File: config.mk
export PLATFORM = sky130hd
export DESIGN_NAME = i2c_slave_edge_engine_core
export DESIGN_NICKNAME = d
export VERILOG_FILES = /design/src/rtl/i2cse_pkg.sv /design/src/rtl/i2cse_store.sv /design/src/rtl/i2cse_engine.sv /design/src/rtl/i2c_slave_edge_engine_core.sv
export SDC_FILE = /design/constraint.sdc
export NUM_CORES = 1
export LEC_CHECK = 0
export ABC_AREA = 1
export BUFFER_PORTS_ARGS = -buffer_cell sky130_fd_sc_hd__clkbuf_2
export CORE_MARGIN = 2
export CORE_UTILIZATION = 50
export CTS_CLUSTER_DIAMETER = 80
export CTS_CLUSTER_SIZE = 24
export DETAILED_ROUTE_END_ITERATION = 8
export GPL_ROUTABILITY_DRIVEN = 0
export PLACE_DENSITY_LB_ADDON = 0.2
export RECOVER_POWER = 25
export SLEW_MARGIN = 0
export SYNTH_ARGS = -nofsm -noshare
export SYNTH_HDL_FRONTEND = slang
export SYNTH_SLANG_ARGS = --single-unit
File: constraint.sdc
create_clock -name clock -period 2.84 [get_ports clock]
set_clock_uncertainty 0.2 [all_clocks]
set_input_delay 0.426 -clock clock [delete_from_list [all_inputs] [get_ports clock]]
set_output_delay 0.426 -clock clock [all_outputs]
set_load 0.02 [all_outputs]
File: src/rtl/i2cse_pkg.sv
`timescale 1ns / 1ps
// Package for the I2C slave edge engine: store geometry, function and bus codes,
// protocol state encoding and the structs passed between modules. No dependencies.
package i2cse_pkg;

   // Store geometry
   localparam int BUF_DEPTH   = 32;
   localparam int BUF_ADDR_W  = $clog2(BUF_DEPTH);
   localparam int BUF_COUNT_W = $clog2(BUF_DEPTH + 1);

   // Event and host-access function codes
   localparam logic [2:0] FUNC_SCL_EDGE  = 3'd0;
   localparam logic [2:0] FUNC_SDA_EDGE  = 3'd1;
   localparam logic [2:0] FUNC_TX_WRITE  = 3'd2;
   localparam logic [2:0] FUNC_TX_LENGTH = 3'd3;
   localparam logic [2:0] FUNC_RX_READ   = 3'd4;
   localparam logic [2:0] FUNC_RX_CLEAR  = 3'd5;

   // Bus state codes reported on the result channel
   localparam logic [2:0] BUS_IDLE = 3'd0;
   localparam logic [2:0] BUS_ADDR = 3'd1;
   localparam logic [2:0] BUS_RECV = 3'd2;
   localparam logic [2:0] BUS_XMIT = 3'd3;
   localparam logic [2:0] BUS_WACK = 3'd4;

   // Protocol state, one-hot
   typedef enum logic [4:0] {
      ST_IDLE = 5'b00001,
      ST_ADDR = 5'b00010,
      ST_RECV = 5'b00100,
      ST_XMIT = 5'b01000,
      ST_WACK = 5'b10000
   } proto_state_type;

   // One input transaction
   typedef struct packed {
      logic [2:0] func;
      logic       scl_level;
      logic       sda_level;
      logic [4:0] buffer_index;
      logic [7:0] write_data;
      logic [5:0] tx_length_in;
   } req_item_type;

   // One result transaction
   typedef struct packed {
      logic       sda_pull_low;
      logic [7:0] rx_data;
      logic [5:0] rx_count;
      logic [2:0] bus_state;
   } rsp_item_type;

   // Engine to store: write strobes and read addresses
   typedef struct packed {
      logic                  tx_we;
      logic [BUF_ADDR_W-1:0] tx_waddr;
      logic [7:0]            tx_wdata;
      logic [BUF_ADDR_W-1:0] tx_raddr;
      logic                  rx_we;
      logic [BUF_ADDR_W-1:0] rx_waddr;
      logic [7:0]            rx_wdata;
      logic [BUF_ADDR_W-1:0] rx_raddr;
   } store_ctl_type;

   // Map the one-hot protocol state to its reported code
   function automatic logic [2:0] bus_code(input proto_state_type st);
      logic [2:0] code;
      case (st)
         ST_IDLE: code = BUS_IDLE;
         ST_ADDR: code = BUS_ADDR;
         ST_RECV: code = BUS_RECV;
         ST_XMIT: code = BUS_XMIT;
         ST_WACK: code = BUS_WACK;
         default: code = BUS_IDLE;
      endcase
      return code;
   endfunction

endpackage

File: src/rtl/i2cse_store.sv
`timescale 1ns / 1ps
// Transmit and receive byte stores of the I2C slave edge engine.
// Depends on i2cse_pkg for geometry and the control struct.
module i2cse_store (
   input  logic                    clock,
   input  logic                    reset,
   input  i2cse_pkg::store_ctl_type ctl,
   output logic [7:0]              tx_rdata,
   output logic [7:0]              rx_rdata
);
   import i2cse_pkg::*;

   logic [7:0]           tx_mem_ff [BUF_DEPTH];
   logic [BUF_DEPTH-1:0] tx_valid_ff;
   logic [7:0]           rx_mem_ff [BUF_DEPTH];

   // Transmit store: entries never written read as zero
   always_ff @(posedge clock) begin
      if (reset) begin
         tx_valid_ff <= '0;
      end else if (ctl.tx_we) begin
         tx_valid_ff[ctl.tx_waddr] <= 1'b1;
      end
      if (ctl.tx_we) begin
         tx_mem_ff[ctl.tx_waddr] <= ctl.tx_wdata;
      end
   end

   assign tx_rdata = tx_valid_ff[ctl.tx_raddr] ? tx_mem_ff[ctl.tx_raddr] : 8'h00;

   // Receive store: only entries below the fill count are ever read
   always_ff @(posedge clock) begin
      if (ctl.rx_we) begin
         rx_mem_ff[ctl.rx_waddr] <= ctl.rx_wdata;
      end
   end

   assign rx_rdata = rx_mem_ff[ctl.rx_raddr];

endmodule

File: src/rtl/i2cse_engine.sv
`timescale 1ns / 1ps
// Protocol engine of the I2C slave: START/STOP, address match, receive and
// transmit shifting, ACK handling. Depends on i2cse_pkg; drives i2cse_store.
module i2cse_engine (
   input  logic                     clock,
   input  logic                     reset,
   input  logic                     fire,
   input  i2cse_pkg::req_item_type  item,
   input  logic [6:0]               own_address,
   input  logic [7:0]               tx_rdata,
   input  logic [7:0]               rx_rdata,
   output i2cse_pkg::store_ctl_type store_ctl,
   output i2cse_pkg::rsp_item_type  result
);
   import i2cse_pkg::*;

   proto_state_type        state_ff,        state_in;
   logic [3:0]             rx_bit_count_ff, rx_bit_count_in;
   logic [7:0]             rx_shift_ff,     rx_shift_in;
   logic [7:0]             tx_shift_ff,     tx_shift_in;
   logic [3:0]             tx_bit_count_ff, tx_bit_count_in;
   logic [BUF_COUNT_W-1:0] tx_position_ff,  tx_position_in;
   logic [BUF_COUNT_W-1:0] tx_count_ff,     tx_count_in;
   logic [BUF_COUNT_W-1:0] rx_fill_ff,      rx_fill_in;
   logic                   ack_due_ff,      ack_due_in;
   logic                   release_due_ff,  release_due_in;
   logic                   skip_ack_ff,     skip_ack_in;
   logic                   sda_out_ff,      sda_out_in;

   logic [BUF_COUNT_W-1:0] pos_adv;
   logic [7:0]             rx_data;

   // Next transmit position after a master ACK; stops at the length
   assign pos_adv = (tx_position_ff < tx_count_ff) ? tx_position_ff + 1'b1 : tx_position_ff;

   // Next-state logic for one transaction
   always_comb begin
      logic [7:0] shift_v;
      logic [3:0] cnt_v;

      state_in        = state_ff;
      rx_bit_count_in = rx_bit_count_ff;
      rx_shift_in     = rx_shift_ff;
      tx_shift_in     = tx_shift_ff;
      tx_bit_count_in = tx_bit_count_ff;
      tx_position_in  = tx_position_ff;
      tx_count_in     = tx_count_ff;
      rx_fill_in      = rx_fill_ff;
      ack_due_in      = ack_due_ff;
      release_due_in  = release_due_ff;
      skip_ack_in     = skip_ack_ff;
      sda_out_in      = sda_out_ff;
      rx_data         = 8'h00;
      shift_v         = {rx_shift_ff[6:0], item.sda_level};
      cnt_v           = rx_bit_count_ff + 4'd1;

      store_ctl          = '0;
      store_ctl.tx_waddr = item.buffer_index[BUF_ADDR_W-1:0];
      store_ctl.tx_wdata = item.write_data;
      store_ctl.tx_raddr = (state_ff == ST_ADDR) ? '0 : pos_adv[BUF_ADDR_W-1:0];
      store_ctl.rx_waddr = rx_fill_ff[BUF_ADDR_W-1:0];
      store_ctl.rx_wdata = shift_v;
      store_ctl.rx_raddr = item.buffer_index[BUF_ADDR_W-1:0];

      case (item.func)
         FUNC_SCL_EDGE: begin
            if (item.scl_level) begin
               // rising edge: sample SDA
               skip_ack_in = 1'b0;
               case (state_ff)
                  ST_ADDR: begin
                     if (cnt_v >= 4'd8) begin
                        if (shift_v[7:1] == own_address) begin
                           if (!shift_v[0]) begin
                              rx_fill_in = '0;
                              state_in   = ST_RECV;
                           end else begin
                              tx_position_in  = '0;
                              tx_shift_in     = (tx_count_ff != '0) ? tx_rdata : 8'hFF;
                              tx_bit_count_in = 4'd0;
                              state_in        = ST_XMIT;
                           end
                           ack_due_in = 1'b1;
                        end else begin
                           state_in = ST_IDLE;
                        end
                        rx_bit_count_in = 4'd0;
                        rx_shift_in     = 8'h00;
                     end else begin
                        rx_bit_count_in = cnt_v;
                        rx_shift_in     = shift_v;
                     end
                  end
                  ST_WACK: begin
                     // first edge is the last data bit's clock; next one is the ACK
                     if (!release_due_ff) begin
                        if (!item.sda_level) begin
                           tx_position_in  = pos_adv;
                           tx_shift_in     = (pos_adv < tx_count_ff) ? tx_rdata : 8'hFF;
                           tx_bit_count_in = 4'd0;
                           state_in        = ST_XMIT;
                        end else begin
                           state_in = ST_IDLE;
                        end
                     end
                  end
                  ST_RECV: begin
                     if (!skip_ack_ff) begin
                        if (cnt_v >= 4'd8) begin
                           if (rx_fill_ff < BUF_COUNT_W'(BUF_DEPTH)) begin
                              store_ctl.rx_we = fire;
                              rx_fill_in      = rx_fill_ff + 1'b1;
                           end
                           ack_due_in      = 1'b1;
                           rx_bit_count_in = 4'd0;
                           rx_shift_in     = 8'h00;
                        end else begin
                           rx_bit_count_in = cnt_v;
                           rx_shift_in     = shift_v;
                        end
                     end
                  end
                  default: begin
                  end
               endcase
            end else begin
               // falling edge: change what we drive
               if (ack_due_ff) begin
                  sda_out_in     = 1'b1;
                  ack_due_in     = 1'b0;
                  release_due_in = 1'b1;
                  skip_ack_in    = 1'b1;
               end else if (state_ff == ST_XMIT && tx_count_ff != '0) begin
                  tx_shift_in     = {tx_shift_ff[6:0], 1'b0};
                  tx_bit_count_in = tx_bit_count_ff + 4'd1;
                  sda_out_in      = !tx_shift_ff[7];
                  if (tx_bit_count_in >= 4'd8) begin
                     release_due_in = 1'b1;
                     state_in       = ST_WACK;
                  end else begin
                     release_due_in = 1'b0;
                  end
               end else if (state_ff == ST_XMIT || release_due_ff) begin
                  sda_out_in     = 1'b0;
                  release_due_in = 1'b0;
               end
            end
         end
         FUNC_SDA_EDGE: begin
            // START or STOP while SCL is high
            if (item.scl_level) begin
               rx_bit_count_in = 4'd0;
               rx_shift_in     = 8'h00;
               if (!item.sda_level) begin
                  state_in = ST_ADDR;
               end else begin
                  state_in       = ST_IDLE;
                  tx_position_in = '0;
                  sda_out_in     = 1'b0;
               end
            end
         end
         FUNC_TX_WRITE: begin
            store_ctl.tx_we = fire;
         end
         FUNC_TX_LENGTH: begin
            tx_count_in    = (BUF_COUNT_W'(item.tx_length_in) > BUF_COUNT_W'(BUF_DEPTH))
                           ? BUF_COUNT_W'(BUF_DEPTH) : BUF_COUNT_W'(item.tx_length_in);
            tx_position_in = '0;
         end
         FUNC_RX_READ: begin
            if (BUF_COUNT_W'(item.buffer_index) < rx_fill_ff) begin
               rx_data = rx_rdata;
            end
         end
         FUNC_RX_CLEAR: begin
            rx_fill_in = '0;
         end
         default: begin
         end
      endcase
   end

   // Result reflects state after the transaction
   assign result.sda_pull_low = sda_out_in;
   assign result.rx_data      = rx_data;
   assign result.rx_count     = 6'(rx_fill_in);
   assign result.bus_state    = bus_code(state_in);

   // Protocol state registers
   always_ff @(posedge clock) begin
      if (reset) begin
         state_ff        <= ST_IDLE;
         rx_bit_count_ff <= '0;
         rx_shift_ff     <= '0;
         tx_shift_ff     <= '0;
         tx_bit_count_ff <= '0;
         tx_position_ff  <= '0;
         tx_count_ff     <= '0;
         rx_fill_ff      <= '0;
         ack_due_ff      <= 1'b0;
         release_due_ff  <= 1'b0;
         skip_ack_ff     <= 1'b0;
         sda_out_ff      <= 1'b0;
      end else if (fire) begin
         state_ff        <= state_in;
         rx_bit_count_ff <= rx_bit_count_in;
         rx_shift_ff     <= rx_shift_in;
         tx_shift_ff     <= tx_shift_in;
         tx_bit_count_ff <= tx_bit_count_in;
         tx_position_ff  <= tx_position_in;
         tx_count_ff     <= tx_count_in;
         rx_fill_ff      <= rx_fill_in;
         ack_due_ff      <= ack_due_in;
         release_due_ff  <= release_due_in;
         skip_ack_ff     <= skip_ack_in;
         sda_out_ff      <= sda_out_in;
      end
   end

endmodule

File: src/rtl/i2c_slave_edge_engine_core.sv
`timescale 1ns / 1ps
// Top level of the I2C slave edge engine: input register, protocol engine,
// byte stores and result register. Depends on i2cse_pkg, i2cse_engine, i2cse_store.
//
//   channel | direction | handshake             | payload
//   req_    | in        | req_valid / req_stall | func, levels, index, data, length
//   rsp_    | out       | rsp_valid / rsp_stall | sda_pull_low, rx_data, rx_count, bus_state
//   csr_    | in        | csr_valid / csr_ready | own address (7 bits)
//
// One transaction per cycle sustained while rsp_stall is low; an accepted transaction
// passes the input register, then the combinational engine update and the result register.
// Synchronous reset clears all protocol state and the transmit-store valid bits
// with no clearing pass. rsp_stall holds the result register, and the
// input register still takes one more transaction before req_stall rises.
module i2c_slave_edge_engine_core (
   input  logic       clock,
   input  logic       reset,
   // request channel
   input  logic       req_valid,
   output logic       req_stall,
   input  logic [2:0] req_func,
   input  logic       req_scl_level,
   input  logic       req_sda_level,
   input  logic [4:0] req_buffer_index,
   input  logic [7:0] req_write_data,
   input  logic [5:0] req_tx_length_in,
   // response channel
   output logic       rsp_valid,
   input  logic       rsp_stall,
   output logic       rsp_sda_pull_low,
   output logic [7:0] rsp_rx_data,
   output logic [5:0] rsp_rx_count,
   output logic [2:0] rsp_bus_state,
   // configuration write channel
   input  logic       csr_valid,
   output logic       csr_ready,
   input  logic [6:0] csr_write_data
);
   import i2cse_pkg::*;

   logic          item_valid_ff, item_valid_in;
   req_item_type  item_ff;
   logic          rsp_valid_ff,  rsp_valid_in;
   rsp_item_type  rsp_ff;
   logic [6:0]    own_address_ff;
   logic          fire;
   logic          req_take;
   store_ctl_type store_ctl;
   rsp_item_type  eng_result;
   logic [7:0]    tx_rdata;
   logic [7:0]    rx_rdata;

   // Handshake: the engine fires when the result register is free or draining
   assign fire          = item_valid_ff && (!rsp_valid_ff || !rsp_stall);
   assign req_stall     = item_valid_ff && !fire;
   assign req_take      = req_valid && !req_stall;
   assign item_valid_in = req_take || (item_valid_ff && !fire);
   assign rsp_valid_in  = fire || (rsp_valid_ff && rsp_stall);
   assign csr_ready     = 1'b1;

   // Control registers
   always_ff @(posedge clock) begin
      if (reset) begin
         item_valid_ff  <= 1'b0;
         rsp_valid_ff   <= 1'b0;
         own_address_ff <= '0;
      end else begin
         item_valid_ff <= item_valid_in;
         rsp_valid_ff  <= rsp_valid_in;
         if (csr_valid && csr_ready) begin
            own_address_ff <= csr_write_data;
         end
      end
   end

   // Input and result payload registers
   always_ff @(posedge clock) begin
      if (req_take) begin
         item_ff.func         <= req_func;
         item_ff.scl_level    <= req_scl_level;
         item_ff.sda_level    <= req_sda_level;
         item_ff.buffer_index <= req_buffer_index;
         item_ff.write_data   <= req_write_data;
         item_ff.tx_length_in <= req_tx_length_in;
      end
      if (fire) begin
         rsp_ff <= eng_result;
      end
   end

   i2cse_engine u_engine (
      .clock       (clock),
      .reset       (reset),
      .fire        (fire),
      .item        (item_ff),
      .own_address (own_address_ff),
      .tx_rdata    (tx_rdata),
      .rx_rdata    (rx_rdata),
      .store_ctl   (store_ctl),
      .result      (eng_result)
   );

   i2cse_store u_store (
      .clock    (clock),
      .reset    (reset),
      .ctl      (store_ctl),
      .tx_rdata (tx_rdata),
      .rx_rdata (rx_rdata)
   );

   assign rsp_valid        = rsp_valid_ff;
   assign rsp_sda_pull_low = rsp_ff.sda_pull_low;
   assign rsp_rx_data      = rsp_ff.rx_data;
   assign rsp_rx_count     = rsp_ff.rx_count;
   assign rsp_bus_state    = rsp_ff.bus_state;

endmodule

==> metrics.md <==
| Metric | Value |
|---|---|
| Gr usage total | 25.53% |
| Final setup viols | 10 |
| Max-slew violations | 0 |
| Vias per cell | 5.820 |
| Antenna violations before repair | 0 |
| Overall routed net length | 72.34 mm |
| Die Footprint | 55,770 µm² |
| Core area | 53,600 µm² |
| Violated checks | setup timing |
| Slew Limit Headroom | 46.16% |
| Register area share after synthesis | 68.49% |
| Largest cells by area after synthesis | edfxtp_1 62%, nand3_1 6.8%, dfxtp_1 6.8%, nand2_1 6.0%, nor2_1 3.2% |
| ANT cells | 0 |
| Power share of the clock group | 28.9% |
| Leakage | 11.65 nW |
| Post-synth top flop | edfxtp_1 |
| Logic pwr share | 17.4% |
| Row count | 85 |
| Grt ovf | 0 |
| DRT Pass-1 Iters | 5 |
| Hold Path Cell Cnt | 3 |
| DP Wirelength | 45.84 mm |
| Largest net degree at the start of global routing | 65 |
| Vias in the first global route | 19,182 |
| IO buf count | 55 |
| M2 GR Usage | 43.27% |
| RSZ-0062 raised after global routing | yes |
| Final core occ | 58.63% |
| FF-to-FF End | u_engine.tx_shift_ff[3]$_SDFFE_PP0P_ |
| H-tree levels | 2 |
| Clock latency on the worst-skew pair | 0.60 ns |
| Synth-to-Final Area Change | 16.62% |
| Top-area cell type share of the netlist area | 61.73% |
| Gate Count Post-Synth | 2,404 |
| R2R setup slack | -0.25 ns |
| Most common cell in the netlist | edfxtp_1 |
| Met1 usage | 33.33% |
| Setup ws final | -0.2526 ns |
| Min-Delay Endpoint | own_address_ff[4]$_SDFFE_PP0P_ |
| Max cap viols | 0 |
| Cell Int Power | 0.01400 W |
| Final cycle utilization of the critical path | 108.9% |
| Async set or reset register ratio after synthesis | 0% |
| Worst hold-check path type | in -> reg |
| Worst path arrival time | 3.32 ns |
| Final #Nets | 2,716 |
| Peak supply drop | 0.0004242 V |
| Initial Utilization | 50.28% |
| Post-synth EDFFs | 554 |
| Longest Clk Path Bufs | 3 |
| Net count after synthesis | 2,461 |
| Status | finished, violations left |
| Worst-path fanout max | 7 |
| First-pass GRT wire length | 110.1 mm |
| CTS clk-pin slew, worst paths | 0.08 ns |
| Vert. Die Dim | 236.2 µm |
| Iteration-0 DRC Markers | 1,968 |
| Sw frac | 27.30% |
| Clock root buffer master | clkbuf_16 |
| RR Startpoint | u_engine.tx_count_ff[5]$_SDFFE_PP0P_ |
| CTS tree | built |
| Startpoint types | flip-flop |
| Layout cell share with drive strength beyond 1 | 15.86% |
| Crit path required time | 3.07 ns |
| Synthesized area per cell | 11.21 µm² |
| Routing usage on met3 | 3.113% |
| Routed WL per cell | 21.39 µm |
| Pwr dens | 612.9 nW/µm² |
| Die W | 236.2 µm |
| Synth warn | 0 |
| Top post-synthesis cells by count | 554 x edfxtp_1, 429 x nand2_1, 365 x nand3_1 |
| Final hold vios | 0 |
| Mapped cell area | 26,950 µm² |
| Net Sw Power | 0.005259 W |
| Hold path startpoint | csr_valid |
| Worst slack, placed | -0.2595 ns |
| Clk sinks | 645 |
| Num CTS Buffers | 35 |
| Via count | 19,684 |
| Remaining DRCs | 0 |
| Reg2Reg Depth | 19 |
| Flop pwr share | 53.7% |
| Post-synth cell types | 55 |
| Fin crit period | 3.093 ns |
| Crit Path Class | reg -> reg |
| Synth Register Bits | 645 |
| Io pins | 57 |
| GRT Max-Usage Layer | met2 |
| Critical path capture point type | flip-flop |
| FMAX | 323.3 MHz |
| Largest area contributor in the netlist | edfxtp_1 |
| Slew @ Worst Pin | 0.8076 ns |
| Detail Route Antenna Nets | 0 |
==> power groups by stage <==
stage / Clock [W] / Combinational [W] / Sequential, W
2_1_floorplan: 0 / 0.00181 / 0.0106
4_1_cts: 0.00566 / 0.00325 / 0.0103
3_5_place_dp: 0 / 0.00312 / 0.0106
5_1_grt: 0.00599 / 0.00365 / 0.0104
6_report: 0.00556 / 0.00336 / 0.0103
3_3_place_gp: 0 / 0.00308 / 0.0106
==> kinds of logic after synthesis <==
kind of cell             synth area share (%)
buffers and inverters                   4.568
other                                 0.01391
flip-flops                              68.49
XOR/XNOR                               0.3900
adder cells (fa/ha/maj)                0.9750
AO/OA/AOI/OAI                           6.430
AND/OR/NAND/NOR                         19.13
==> worst max-delay path by stage <==
stage | start | to | slack [ns] | depth (start not counted)
2_1_floorplan | u_engine.tx_count_ff[4]$_SDFFE_PP0P_ | u_engine.tx_shift_ff[2]$_SDFFE_PP0P_ | 0.003 | 19
3_3_place_gp | u_engine.tx_count_ff[4]$_SDFFE_PP0P_ | u_engine.tx_shift_ff[2]$_SDFFE_PP0P_ | -0.25 | 20
3_5_place_dp | u_engine.tx_count_ff[4]$_SDFFE_PP0P_ | u_engine.tx_shift_ff[4]$_SDFFE_PP0P_ | -0.26 | 19
4_1_cts | u_engine.tx_count_ff[5]$_SDFFE_PP0P_ | u_engine.tx_shift_ff[4]$_SDFFE_PP0P_ | -0.16 | 19
5_1_grt | u_engine.tx_count_ff[5]$_SDFFE_PP0P_ | u_engine.tx_shift_ff[7]$_SDFFE_PP0P_ | -0.44 | 19
6_report | u_engine.tx_count_ff[5]$_SDFFE_PP0P_ | u_engine.tx_shift_ff[3]$_SDFFE_PP0P_ | -0.25 | 19
==> cell type report <==
| class | count | area [µm²] |
|---|---|---|
| clock buffer | 52 | 970.9 |
| clock inverter | 12 | 111.4 |
| fill | 4419 | 22170 |
| inverter | 173 | 651.9 |
| multi-input combinational | 1463 | 7456 |
| sequential | 645 | 18470 |
| tap | 696 | 870.8 |
| timing repair buffer | 341 | 2900 |
==> cells in the final DEF (no fill, tap or decap), types with 47 or more instances in the layout <==
master	n
a21oi_1	47
a22oi_1	65
a31oi_1	53
buf_4	216
clkbuf_2	53
dfxtp_1	83
edfxtp_1	554
inv_1	152
nand2_1	423
nand3_1	365
nand4_1	69
nor2_1	223
==> stage by stage <==
stage	hold slack, ns	setup TNS [ns]	instances	power [W]	instance area, µm²
floorplan	0.2364	0	2404	0.01242	26990
global placement	0.2485	-1.784	3255	0.01364	29570
detailed placement	0.2547	-1.979	3255	0.01368	29570
CTS	0.005324	-1.138	3373	0.01925	31230
global route	0.03980	-3.613	3382	0.01999	31430
finish	0.03540	-1.982	3382	0.01926	31430
==> repair_timing <==
| action | 4_1_cts | 5_1_grt |
|---|---|---|
| gates resized for setup | 16 | 22 |
| endpoints found under the setup margin | 9 | 29 |
| endpoints found under the hold margin | 33 | 0 |
| hold buffers | 36 | 0 |
| buffers inserted | 16 | 5 |
| pin swaps | 16 | 13 |
| gates cloned | 2 | 4 |
==> worst max-delay path, cell delays in order (launching register included) <==
cell and delay [ns]:
dfxtp_2 0.34, inv_2 0.05, ha_4 0.22, nand2_1 0.08, nand2_2 0.06, a21oi_4 0.13, nand3_2 0.11, nor2_1 0.11
nand2_1 0.11, nor2_2 0.12, xor2_1 0.20, ha_1 0.29, nand2_2 0.09, nor2_1 0.04, o21ai_1 0.08, o2111ai_2 0.16
a21oi_4 0.30, o21ai_1 0.11, nand2_1 0.07, a21oi_1 0.05
==> sequential cells by signal, indices dropped and copies added (netlist names), 7 cells and up <==
signal and flops:
rsp_rx_data 8, u_engine.rx_shift_ff 7, u_store.tx_valid_ff 32, item_ff 24, u_engine.tx_shift_ff 8, own_address_ff 7, u_store.tx_mem_ff 256, u_store.rx_mem_ff 256
==> metal layers <==
metal  routed length, µm  vias to the layer above  share of wire [%]
met4                2875                        0                4.0
met2               35820                      822                 50
met5                   0                        -                  0
li1                    -                     9092                  -
met3                4986                      166                6.9
met1               28660                     9604                 40
Power figures use the tool's default switching activity.
